**config.mk**
```make
export PLATFORM = sky130hd
export DESIGN_NAME = byte_unicode_utf8_codec
export DESIGN_NICKNAME = d
export VERILOG_FILES = /design/src/bu8c_pkg.sv /design/src/bu8c_fifo.sv /design/src/bu8c_front.sv /design/src/bu8c_back.sv /design/src/byte_unicode_utf8_codec.sv
export VERILOG_INCLUDE_DIRS = /design/src /design/src/src
export SDC_FILE = /design/constraint.sdc
export NUM_CORES = 1
export LEC_CHECK = 0
export BUFFER_PORTS_ARGS = -buffer_cell sky130_fd_sc_hd__buf_4
export CORE_MARGIN = 5
export CORE_UTILIZATION = 57
export CTS_BUF_LIST = sky130_fd_sc_hd__clkbuf_8
export CTS_CLUSTER_DIAMETER = 60
export DETAILED_ROUTE_END_ITERATION = 10
export PLACE_DENSITY = 0.9
export SKIP_CTS_REPAIR_TIMING = 1
export SYNTH_ARGS = -nofsm -noshare
export SYNTH_HDL_FRONTEND = slang
export SYNTH_HIERARCHICAL = 1
export SYNTH_SLANG_ARGS = --single-unit
```
**constraint.sdc**
```tcl
create_clock -name clk -period 3 [get_ports clk]
set_clock_uncertainty 0.2 [all_clocks]
set_input_delay 0.45 -clock clk [delete_from_list [all_inputs] [get_ports clk]]
set_output_delay 0.45 -clock clk [all_outputs]
set_load 0.02 [all_outputs]
```
**src/byte_unicode_utf8_codec_defines.svh**
```systemverilog
// ----------------------------------------------------------------------------
// Byte unicode UTF-8 codec assertion macros
// Shared concurrent check forms, all reset-qualified.
// ----------------------------------------------------------------------------
`ifndef BYTE_UNICODE_UTF8_CODEC_DEFINES_SVH
`define BYTE_UNICODE_UTF8_CODEC_DEFINES_SVH

// Same-cycle implication.
`define BU8C_ASSERT_IMPL(label, clk, rst, ante, cons) \
  label: assert property (@(posedge clk) disable iff (rst) (ante) |-> (cons)) \
    else $error("assertion failed: same-cycle check");

// Next-cycle implication.
`define BU8C_ASSERT_NEXT(label, clk, rst, ante, cons) \
  label: assert property (@(posedge clk) disable iff (rst) (ante) |=> (cons)) \
    else $error("assertion failed: next-cycle check");

`endif

```
**src/bu8c_pkg.sv**
```systemverilog
`timescale 1ns / 1ps
// ----------------------------------------------------------------------------
// bu8c_pkg
// Word types, job record and byte/code-point mapping for the codec.
// ----------------------------------------------------------------------------
package bu8c_pkg;

  localparam logic [7:0] QMARK     = 8'h3F;
  localparam logic [7:0] LEAD2     = 8'hC0;
  localparam logic [7:0] CONT_MARK = 8'h80;

  typedef struct packed {
    logic [7:0] in_byte;
    logic       stream_last;
  } in_word_t;

  typedef struct packed {
    logic [7:0] out_byte;
    logic       run_last;
    logic       stream_end;
  } out_word_t;

  // One job per item that yields output: one or two bytes.
  typedef struct packed {
    logic       two;
    logic [7:0] b0;
    logic [7:0] b1;
    logic       last;
  } job_t;

  function automatic logic is_kept(input logic [7:0] b);
    return (b >= 8'h21 && b <= 8'h7E) || (b >= 8'hA1 && b <= 8'hAC) || (b >= 8'hAE);
  endfunction

  // Raw byte to byte-level code point (0..323).
  function automatic logic [8:0] byte_to_cp(input logic [7:0] b);
    logic [8:0] cp;
    if (is_kept(b)) begin
      cp = {1'b0, b};
    end else if (b <= 8'h20) begin
      cp = {1'b1, b};
    end else if (b == 8'hAD) begin
      cp = 9'd323;
    end else begin
      // 0x7F..0xA0 rank from 33
      cp = {1'b1, b - 8'h5E};
    end
    return cp;
  endfunction

  // Code point back to raw byte, '?' when nothing maps to it.
  function automatic logic [7:0] cp_to_byte(input logic [20:0] cp);
    logic [7:0] r;
    r = cp[7:0];
    if (cp[20:8] == 13'd0) begin
      return is_kept(r) ? r : QMARK;
    end else if (cp[20:9] == 12'd0 && r < 8'd68) begin
      if (r < 8'd33) begin
        return r;
      end else if (r < 8'd67) begin
        return r + 8'h5E;
      end else begin
        return 8'hAD;
      end
    end
    return QMARK;
  endfunction

endpackage

```
**src/bu8c_fifo.sv**
```systemverilog
`timescale 1ns / 1ps
// ----------------------------------------------------------------------------
// bu8c_fifo
// Small register queue of jobs between front and back.
// ----------------------------------------------------------------------------
`include "byte_unicode_utf8_codec_defines.svh"

module bu8c_fifo #(
  parameter int DEPTH = 2
) (
  input  logic           clk,
  input  logic           rst,
  input  logic           wr_en,
  input  bu8c_pkg::job_t wr_job,
  output logic           full,
  input  logic           rd_en,
  output bu8c_pkg::job_t rd_job,
  output logic           empty
);

  localparam int PTR_W = $clog2(DEPTH);
  localparam int CNT_W = $clog2(DEPTH + 1);

  bu8c_pkg::job_t   mem [DEPTH];
  logic [PTR_W-1:0] wr_ptr;
  logic [PTR_W-1:0] rd_ptr;
  logic [CNT_W-1:0] count;

  assign full   = (count == CNT_W'(DEPTH));
  assign empty  = (count == '0);
  assign rd_job = mem[rd_ptr];

  always_ff @(posedge clk) begin
    if (wr_en) begin
      mem[wr_ptr] <= wr_job;
    end
  end

  always_ff @(posedge clk) begin
    if (rst) begin
      wr_ptr <= '0;
      rd_ptr <= '0;
      count  <= '0;
    end else begin
      if (wr_en) begin
        wr_ptr <= (wr_ptr == PTR_W'(DEPTH - 1)) ? '0 : wr_ptr + 1'b1;
      end
      if (rd_en) begin
        rd_ptr <= (rd_ptr == PTR_W'(DEPTH - 1)) ? '0 : rd_ptr + 1'b1;
      end
      unique case ({wr_en, rd_en})
        2'b10:   count <= count + 1'b1;
        2'b01:   count <= count - 1'b1;
        default: count <= count;
      endcase
    end
  end

  `BU8C_ASSERT_IMPL(a_count_bound, clk, rst, 1'b1, count <= CNT_W'(DEPTH))
  `BU8C_ASSERT_IMPL(a_no_overflow, clk, rst, wr_en, !full)
  `BU8C_ASSERT_IMPL(a_no_underflow, clk, rst, rd_en, !empty)

endmodule

```
**src/bu8c_front.sv**
```systemverilog
`timescale 1ns / 1ps
// ----------------------------------------------------------------------------
// bu8c_front
// Accepts input words, holds direction and decode state, builds output jobs.
// ----------------------------------------------------------------------------
module bu8c_front (
  input  logic             clk,
  input  logic             rst,
  input  logic             cfg_we,
  input  logic             cfg_data,
  input  logic             accept,
  input  bu8c_pkg::in_word_t in_word,
  output logic             job_push,
  output bu8c_pkg::job_t   job
);

  logic        direction;
  logic [1:0]  pending;
  logic [20:0] accum;
  logic [1:0]  pending_next;
  logic [20:0] accum_next;
  logic [8:0]  cp;
  logic [7:0]  b;

  assign b  = in_word.in_byte;
  assign cp = bu8c_pkg::byte_to_cp(b);

  always_comb begin
    job_push     = 1'b0;
    job          = '0;
    job.last     = in_word.stream_last;
    pending_next = pending;
    accum_next   = accum;
    if (!direction) begin
      job_push = accept;
      if (cp[8:7] == 2'b00) begin
        job.b0 = cp[7:0];
      end else begin
        job.two = 1'b1;
        job.b0  = bu8c_pkg::LEAD2 | {5'd0, cp[8:6]};
        job.b1  = bu8c_pkg::CONT_MARK | {2'd0, cp[5:0]};
      end
    end else begin
      if (pending == 2'd0) begin
        priority if (!b[7]) begin
          accum_next   = {13'd0, b};
          pending_next = 2'd0;
        end else if (b[7:5] == 3'b110) begin
          accum_next   = {16'd0, b[4:0]};
          pending_next = 2'd1;
        end else if (b[7:4] == 4'b1110) begin
          accum_next   = {17'd0, b[3:0]};
          pending_next = 2'd2;
        end else begin
          // stray continuation and 0xF0+ all open four bytes
          accum_next   = {18'd0, b[2:0]};
          pending_next = 2'd3;
        end
      end else begin
        accum_next   = {accum[14:0], b[5:0]};
        pending_next = pending - 2'd1;
      end
      if (pending_next == 2'd0) begin
        job_push = accept;
        job.b0   = bu8c_pkg::cp_to_byte(accum_next);
      end else if (in_word.stream_last) begin
        // sequence cut short at stream end
        job_push = accept;
        job.b0   = bu8c_pkg::QMARK;
      end
      if (pending_next == 2'd0 || in_word.stream_last) begin
        pending_next = 2'd0;
        accum_next   = '0;
      end
    end
  end

  always_ff @(posedge clk) begin
    if (rst) begin
      direction <= 1'b0;
      pending   <= 2'd0;
      accum     <= '0;
    end else if (cfg_we) begin
      direction <= cfg_data;
      pending   <= 2'd0;
      accum     <= '0;
    end else if (accept && direction) begin
      pending <= pending_next;
      accum   <= accum_next;
    end
  end

endmodule

```
**src/bu8c_back.sv**
```systemverilog
`timescale 1ns / 1ps
// ----------------------------------------------------------------------------
// bu8c_back
// Expands queued jobs into output words through an output register.
// ----------------------------------------------------------------------------
`include "byte_unicode_utf8_codec_defines.svh"

module bu8c_back (
  input  logic                clk,
  input  logic                rst,
  input  bu8c_pkg::job_t      q_job,
  input  logic                q_empty,
  output logic                q_pop,
  output bu8c_pkg::out_word_t out_word,
  output logic                empty,
  input  logic                pop
);

  logic                out_valid;
  bu8c_pkg::out_word_t out_q;
  logic                sec_pend;
  logic [7:0]          sec_byte;
  logic                sec_last;
  logic                out_load;

  assign empty    = !out_valid;
  assign out_word = out_q;
  assign out_load = !out_valid || pop;
  assign q_pop    = out_load && !sec_pend && !q_empty;

  always_ff @(posedge clk) begin
    if (rst) begin
      out_valid <= 1'b0;
      sec_pend  <= 1'b0;
    end else if (out_load) begin
      if (sec_pend) begin
        out_valid <= 1'b1;
        sec_pend  <= 1'b0;
      end else begin
        out_valid <= !q_empty;
        sec_pend  <= !q_empty && q_job.two;
      end
    end
  end

  always_ff @(posedge clk) begin
    if (out_load) begin
      if (sec_pend) begin
        out_q <= '{out_byte: sec_byte, run_last: 1'b1, stream_end: sec_last};
      end else begin
        // hold second byte of a pair until the first drains
        out_q    <= '{out_byte: q_job.b0, run_last: !q_job.two,
                      stream_end: q_job.last && !q_job.two};
        sec_byte <= q_job.b1;
        sec_last <= q_job.last;
      end
    end
  end

  `BU8C_ASSERT_IMPL(a_pair_head, clk, rst, sec_pend, out_valid && !out_q.run_last)
  `BU8C_ASSERT_NEXT(a_pair_drain, clk, rst, sec_pend && out_load, !sec_pend)
  `BU8C_ASSERT_IMPL(a_no_pop_in_pair, clk, rst, q_pop, !sec_pend)

endmodule

```
**src/byte_unicode_utf8_codec.sv**
```systemverilog
`timescale 1ns / 1ps
// Path: each output job is queued, then its first byte enters the output register.
// Throughput: one input word per cycle if pop keeps up and each yields at most one
// byte; a two-byte encoding holds the output register for both bytes, so a run of
// them backs up the job queue (QUEUE_DEPTH entries), which also absorbs short output
// stalls; once it fills, full rises.
// Reset: direction returns to encode, decode state, queue and output register clear.
// ----------------------------------------------------------------------------
// byte_unicode_utf8_codec
// Byte to byte-level code point UTF-8 encoder and matching decoder.
// ----------------------------------------------------------------------------
module byte_unicode_utf8_codec #(
  parameter int QUEUE_DEPTH = 2
) (
  input  logic                clk,
  input  logic                rst,
  input  logic                cfg_we,
  input  logic                cfg_data,
  input  logic                push,
  output logic                full,
  input  bu8c_pkg::in_word_t  in_word,
  input  logic                pop,
  output logic                empty,
  output bu8c_pkg::out_word_t out_word
);

  logic           accept;
  logic           job_push;
  bu8c_pkg::job_t job;
  bu8c_pkg::job_t q_job;
  logic           q_full;
  logic           q_empty;
  logic           q_pop;

  assign full   = q_full;
  assign accept = push && !q_full;

  bu8c_front u_front (
    .clk      (clk),
    .rst      (rst),
    .cfg_we   (cfg_we),
    .cfg_data (cfg_data),
    .accept   (accept),
    .in_word  (in_word),
    .job_push (job_push),
    .job      (job)
  );

  bu8c_fifo #(
    .DEPTH (QUEUE_DEPTH)
  ) u_fifo (
    .clk    (clk),
    .rst    (rst),
    .wr_en  (job_push),
    .wr_job (job),
    .full   (q_full),
    .rd_en  (q_pop),
    .rd_job (q_job),
    .empty  (q_empty)
  );

  bu8c_back u_back (
    .clk      (clk),
    .rst      (rst),
    .q_job    (q_job),
    .q_empty  (q_empty),
    .q_pop    (q_pop),
    .out_word (out_word),
    .empty    (empty),
    .pop      (pop)
  );

endmodule

```
# Word-level counts from Yosys, hierarchy flattened
# Memories as Yosys holds them, arrays and structs flattened. A register that Yosys moved wholly into a read port is not among the register bits.
# Cells that the tools add are included.
classes:
  n_addsub: 7
  mul: 0
  n_div: 0
  magnitude_cmp: 14
  eq_ne: 6
  shift: 0
  muxes: 46
  n_bitwise: 1
  reduce_logical: 32
op_table:
  columns: ["cell", "count"]
  rows:
  - ["$mux W8", 12]
  - ["$mux W21", 4]
  - ["$ge A8 B8 Y1 const B", 4]
  - ["$mux W1", 18]
  - ["$mux W9", 2]
  - ["$ge A8 B6 Y1 const B", 2]
  - ["$le A8 B7 Y1 const B", 2]
  - ["$le A8 B8 Y1 const B", 2]
  - ["$lt A8 B7 Y1 const B", 2]
  - ["$mux W15", 1]
  - ["$logic_not A13 Y1", 1]
  - ["$logic_not A12 Y1", 1]
  - ["$logic_and A1 B1 Y1", 11]
  - ["$mux W10", 1]
  - ["$mux W2", 5]
  - ["$add A8 B7 Y8 const B", 1]
  - ["$eq A8 B8 Y1 const B", 1]
  - ["$le A8 B6 Y1 const B", 1]
  - ["$logic_not A2 Y1", 4]
  - ["$lt A8 B6 Y1 const B", 1]
  - ["$sub A8 B7 Y8 const B", 1]
  - ["$logic_or A1 B1 Y1", 6]
  - ["$mux W6", 1]
  - ["$logic_not A1 Y1", 5]
  - ["13 further kinds", 17]
totals:
  ff_bits: 43
  latch_bits: 0
  mem_bits_rw: 36
  romBits: 0
  output_inout_bits: 12
  wordCells: 120
  memories: 1
mem_list:
  columns: ["memory", "words", "width", "read_ports", "rd_ports_with_merged_regs", "wr", "line_no", "text"]
  rows:
  - ["u_fifo.mem", 2, 18, 1, 1, 1, "bu8c_fifo.sv:24", "bu8c_pkg::job_t mem [DEPTH];"]

# Logic depth before layout (Yosys ltp)
logic_depth:
  depth_word: 15
  mapped_depth: 11
  depth_no_buf: 9

# By module
# The synthesis kept the hierarchy.
modules_own_cells:
  columns: ["module", "instances", "cells_each", "area_per_inst_um2"]
  rows:
  - ["bu8c_front", 1, 253, 1816.7]
  - ["bu8c_fifo", 1, 78, 1498.9]
  - ["bu8c_back", 1, 43, 819.5]
  - ["byte_unicode_utf8_codec", 1, 1, 13.8]

# Least setup slack after synthesis
# OpenSTA, ideal clock, no wires.
synth_path:
  path_kind: "input to register"
  startpoint: "input port in_word[8] (netlist bit)"
  endpoint: "memory u_fifo/mem[0][0] (netlist bit) (enable)"
  arrival_ns: 2.310
  t_required_ns: 2.407
  setup_slack_ns: 0.097
  path_stages: 8
  n_path_buf: 2
  cell_sequence: "buf_6 -> nor2b_1 -> o21bai_1 -> clkbuf_1 -> or2_2 -> and2_1 -> inv_1 -> nor2_1"
synth_between:
  elab_chain_len: 11
  word_cells_on_any_way: 12
synth_rtl:
  columns: ["element", "line_no", "text"]
  rows:
  - ["start, declared", "byte_unicode_utf8_codec.sv:21", "input bu8c_pkg::in_word_t in_word,"]
  - ["$eq A4 B4 Y1", "bu8c_front.sv:51", "end else if (b[7:4] == 4'b1110) begin"]
  - ["$mux W1", "bu8c_front.sv:51", null]
  - ["$mux W2", "bu8c_front.sv:48", "end else if (b[7:5] == 3'b110) begin"]
  - ["$mux W2 (*)", "bu8c_front.sv:45", "priority if (!b[7]) begin"]
  - ["$mux W2 (*)", "bu8c_front.sv:44", "if (pending == 2'd0) begin"]
  - ["$mux W2 (*)", "bu8c_front.sv:34", "if (!direction) begin"]
  - ["$logic_not A2 Y1 (*)", "bu8c_front.sv:63", "if (pending_next == 2'd0) begin"]
  - ["$mux W1 (*)", "bu8c_front.sv:63", null]
  - ["$mux W1 (*)", "bu8c_front.sv:34", null]
  - ["via job_push", "byte_unicode_utf8_codec.sv:28", "logic job_push;"]
  - ["$mux W1 (*)", "bu8c_fifo.sv:34", "if (wr_en) begin"]
  - ["$mux W1 (implied by the code) (*)", "bu8c_fifo.sv:35", "mem[wr_ptr] <= wr_job;"]
  - ["end, declared", "bu8c_fifo.sv:24", null]
# Mark *: on every way through the listed nets, which the timed path passes. The rest lies on a longest branch. The select of a mux whose other input is x is not followed.

==> flow_summary.toml <==
[synthesis]
synth_nets = 394
synthTopCellsByArea = "edfxtp_1 40%, dfxtp_1 12%, mux2_2 5.4%, nor2_1 3.3%, mux2_4 2.2%"
synthFlopType = "edfxtp_1"
synthCells = 375
synth_seq_cells = 80
synth.distinct_cells = 74
synth_area_leader_cell = "edfxtp_1"
ys_seq_area_share_pct = 51.9
syn_area_per_cell_um2 = 11.1
syn_area_mm2 = 0.00415
synth_edf_count = 55
yosysTopAreaCellShare_pct = 39.8
ys_warn_count = 6
async_flop_share_pct = 0

[detailed_routing]
routed-wl-met3_um = 583
vias = 3027
drc_errors = 0
drt_iter0_drc = 206
met2WireLength_um = 4360
top_layer = "met4"
first_pass_iters = 5
ant_nets = 0
vias_per_cell = 5.98
post_drt_wl_per_cell_um = 17.1
met1_length_um = 3640
wl_um = 8660

[finish]
multi_input_area_mm2 = 0.00180
antenna_cells = 0
final_cell_area_mm2 = 0.00465
utilization_pct = 64.8
syn2layout_area_growth_pct = 12.2
seq_area_mm2 = 0.00215
n_fill_cell = 560
drive_above_1_share_pct = 25.3
nets = 421

[die]
start_util_pct = 57.8
die-area_mm2 = 0.00908
die_width_um = 95.3
die_y_um = 95.3
rows = 31
coreArea_mm2 = 0.00718
io_pins = 27

[place]
place_congestion = 0.939
dpl-instance-area_mm2 = 0.00446
dpl.hpwl_um = 6120
io_buffers = 26

[timing]
hold_viol_final = 0
hold_slack_ps = 128
final.period_utilization_pct = 89.1
max-slew-margin-rel_pct = 46.4
fin_crit_ps = 2670
setup_viol = 0
drv_slew = 0
rsz0062_at_grt = "no"
fmax_mhz = 374
tightest_slew_ps = 804
tns_ps = 0

[global_routing]
grt_max_degree = 20
grt_pass1_vias = 2877
grt_overflow = 0
antenna_found_initial = 0
grt_first_pass_wirelength_um = 14200
gr-usage-all-layers_pct = 20.3

[hold_path]
hp-class = "in -> reg"

[clocking]
root_buffer = "clkbuf_8"
clock_latency_ps = 350
cts_buffers = 9
cts_max_path_buffers = 2
h-tree-depth = 3
cts_tree = "done"
cts.sinks = 80
clk_pin_slew_worst_paths_ps = 100

[setup_path]
crit_type = "reg -> reg"
path_max_fanout = 11
crit_required_ps = 2870
cp.arrival_ps = 2550
critPathCaptureType = "flop"
critPathLaunchType = "flop"

[pwr]
power.density_mw_per_mm2 = 698
clkPwrFrac_pct = 23.8
p_leak_nw = 1.67
comb_power_share_pct = 26.8
power_mw = 3.25
p_sw_share_pct = 31.2
ir_drop_uv = 354
p_switching_mw = 1.01
internal-power_mw = 2.24
power_frac_seq_pct = 49.4

[job]
cap_violations = 0

[run_status]
status = "finished clean"
==> synthesized netlist by cell type, drive strengths merged (7+ instances only) <==
cell,count
nand2,15
buf,15
a21oi,17
mux2,26
o21ai,17
dfxtp,25
or3,8
nand3,8
nor2,36
a22oi,10
nor3,10
edfxtp,55
mux2i,8
clkbuf,13
inv,12
nor4,7
nor2b,8
==> sequential cells by signal, summed over array words and instances, names as in the netlist, named ones only <==
signal             count
u_back/sec_last        1
u_front/pending        2
u_back/out_word       10
u_fifo/mem            36
u_front/accum         15
u_fifo/count           2
u_back/sec_pend        1
u_front/direction      1
u_back/sec_byte        8
u_fifo/wr_ptr          1
u_back/out_valid       1
u_fifo/rd_ptr          1
==> cells in the final DEF, fill, tap and decap left out, types with 3 or more instances in the layout <==
master    count
nand2b_1      5
nor2b_1       7
o21ai_0       7
a31oi_1       5
nor4_1        7
nor3b_1       3
ha_1          4
o211ai_1      4
dfxtp_1      25
a211oi_1      4
xnor2_1       5
o21ai_1      10
a21oi_1      16
edfxtp_1     55
buf_4        44
clkbuf_8      9
inv_6         3
mux2i_1       8
nor3_1        9
nand3_1       8
mux2_2       20
inv_1        11
or3_1         8
mux2_4        6
nor2_1       36
a22oi_1      10
and2_1        4
nand2_1      15
==> worst max-delay path: stages, from the launching register on <==
cell	delay, ps
dfxtp_1	600
nor3b_1	120
a211oi_1	640
o21a_1	270
mux2i_1	290
o32a_1	170
o21ai_1	100
==> per-layer routing <==
layer | GRT usage, % | vias up
met5 | 0 | -
met4 | 4.69 | 0
met3 | 4.58 | 14
met2 | 35.4 | 134
met1 | 25.7 | 1427
li1 | - | 1452
==> per-stage QoR <==
stage / std cells / worst slack, ps
6_report: 506 / 328
5_1_grt: 506 / 239
4_1_cts: 506 / 373
3_5_place_dp: 490 / 234
3_3_place_gp: 490 / 250
2_1_floorplan: 375 / 97.1
==> cells by family after synthesis <==
kind of cell / Yosys count / synth area share, %
AOI/OAI and AO/OA: 87 / 14.8
xor gates and xnor gates: 7 / 1.48
adders and majority gates: 4 / 1.21
buffers and inverters: 40 / 4.64
DFF: 80 / 51.9
muxes: 34 / 9.53
other: 1 / 0.0904
and+or+nand+nor: 122 / 16.3
==> power groups by stage <==
stage	Combinational [mW]	Clock (mW)	Sequential [mW]
6_report	0.871	0.775	1.60
5_1_grt	0.943	0.850	1.63
4_1_cts	0.878	0.792	1.61
3_5_place_dp	0.870	0	1.63
3_3_place_gp	0.846	0	1.62
2_1_floorplan	0.564	0	1.66
==> worst paths after layout <==
check                                   from  cells past startpoint  slack (ps)                       endpoint
max          u_front/pending[0]$_SDFFE_PP0P_                      6         330    u_fifo/mem[0][10]$_DFFE_PP_
max reg2reg  u_front/pending[0]$_SDFFE_PP0P_                      6         330    u_fifo/mem[0][10]$_DFFE_PP_
min reg2reg    u_front/accum[2]$_SDFFE_PP0P_                      2         300  u_front/accum[2]$_SDFFE_PP0P_
min                                      rst                      2         130     u_fifo/wr_ptr$_SDFFE_PP0P_
==> area by class of cell <==
class / instances / area share [%]
repair buffers: 44 / 7.10
well taps: 99 / 2.66
flip-flops and latches: 80 / 46.2
multi-input cells: 255 / 38.8
clock buffers: 9 / 2.66
clock inverters: 7 / 1.59
inverters: 12 / 0.968
Power figures use the tool's default switching activity.
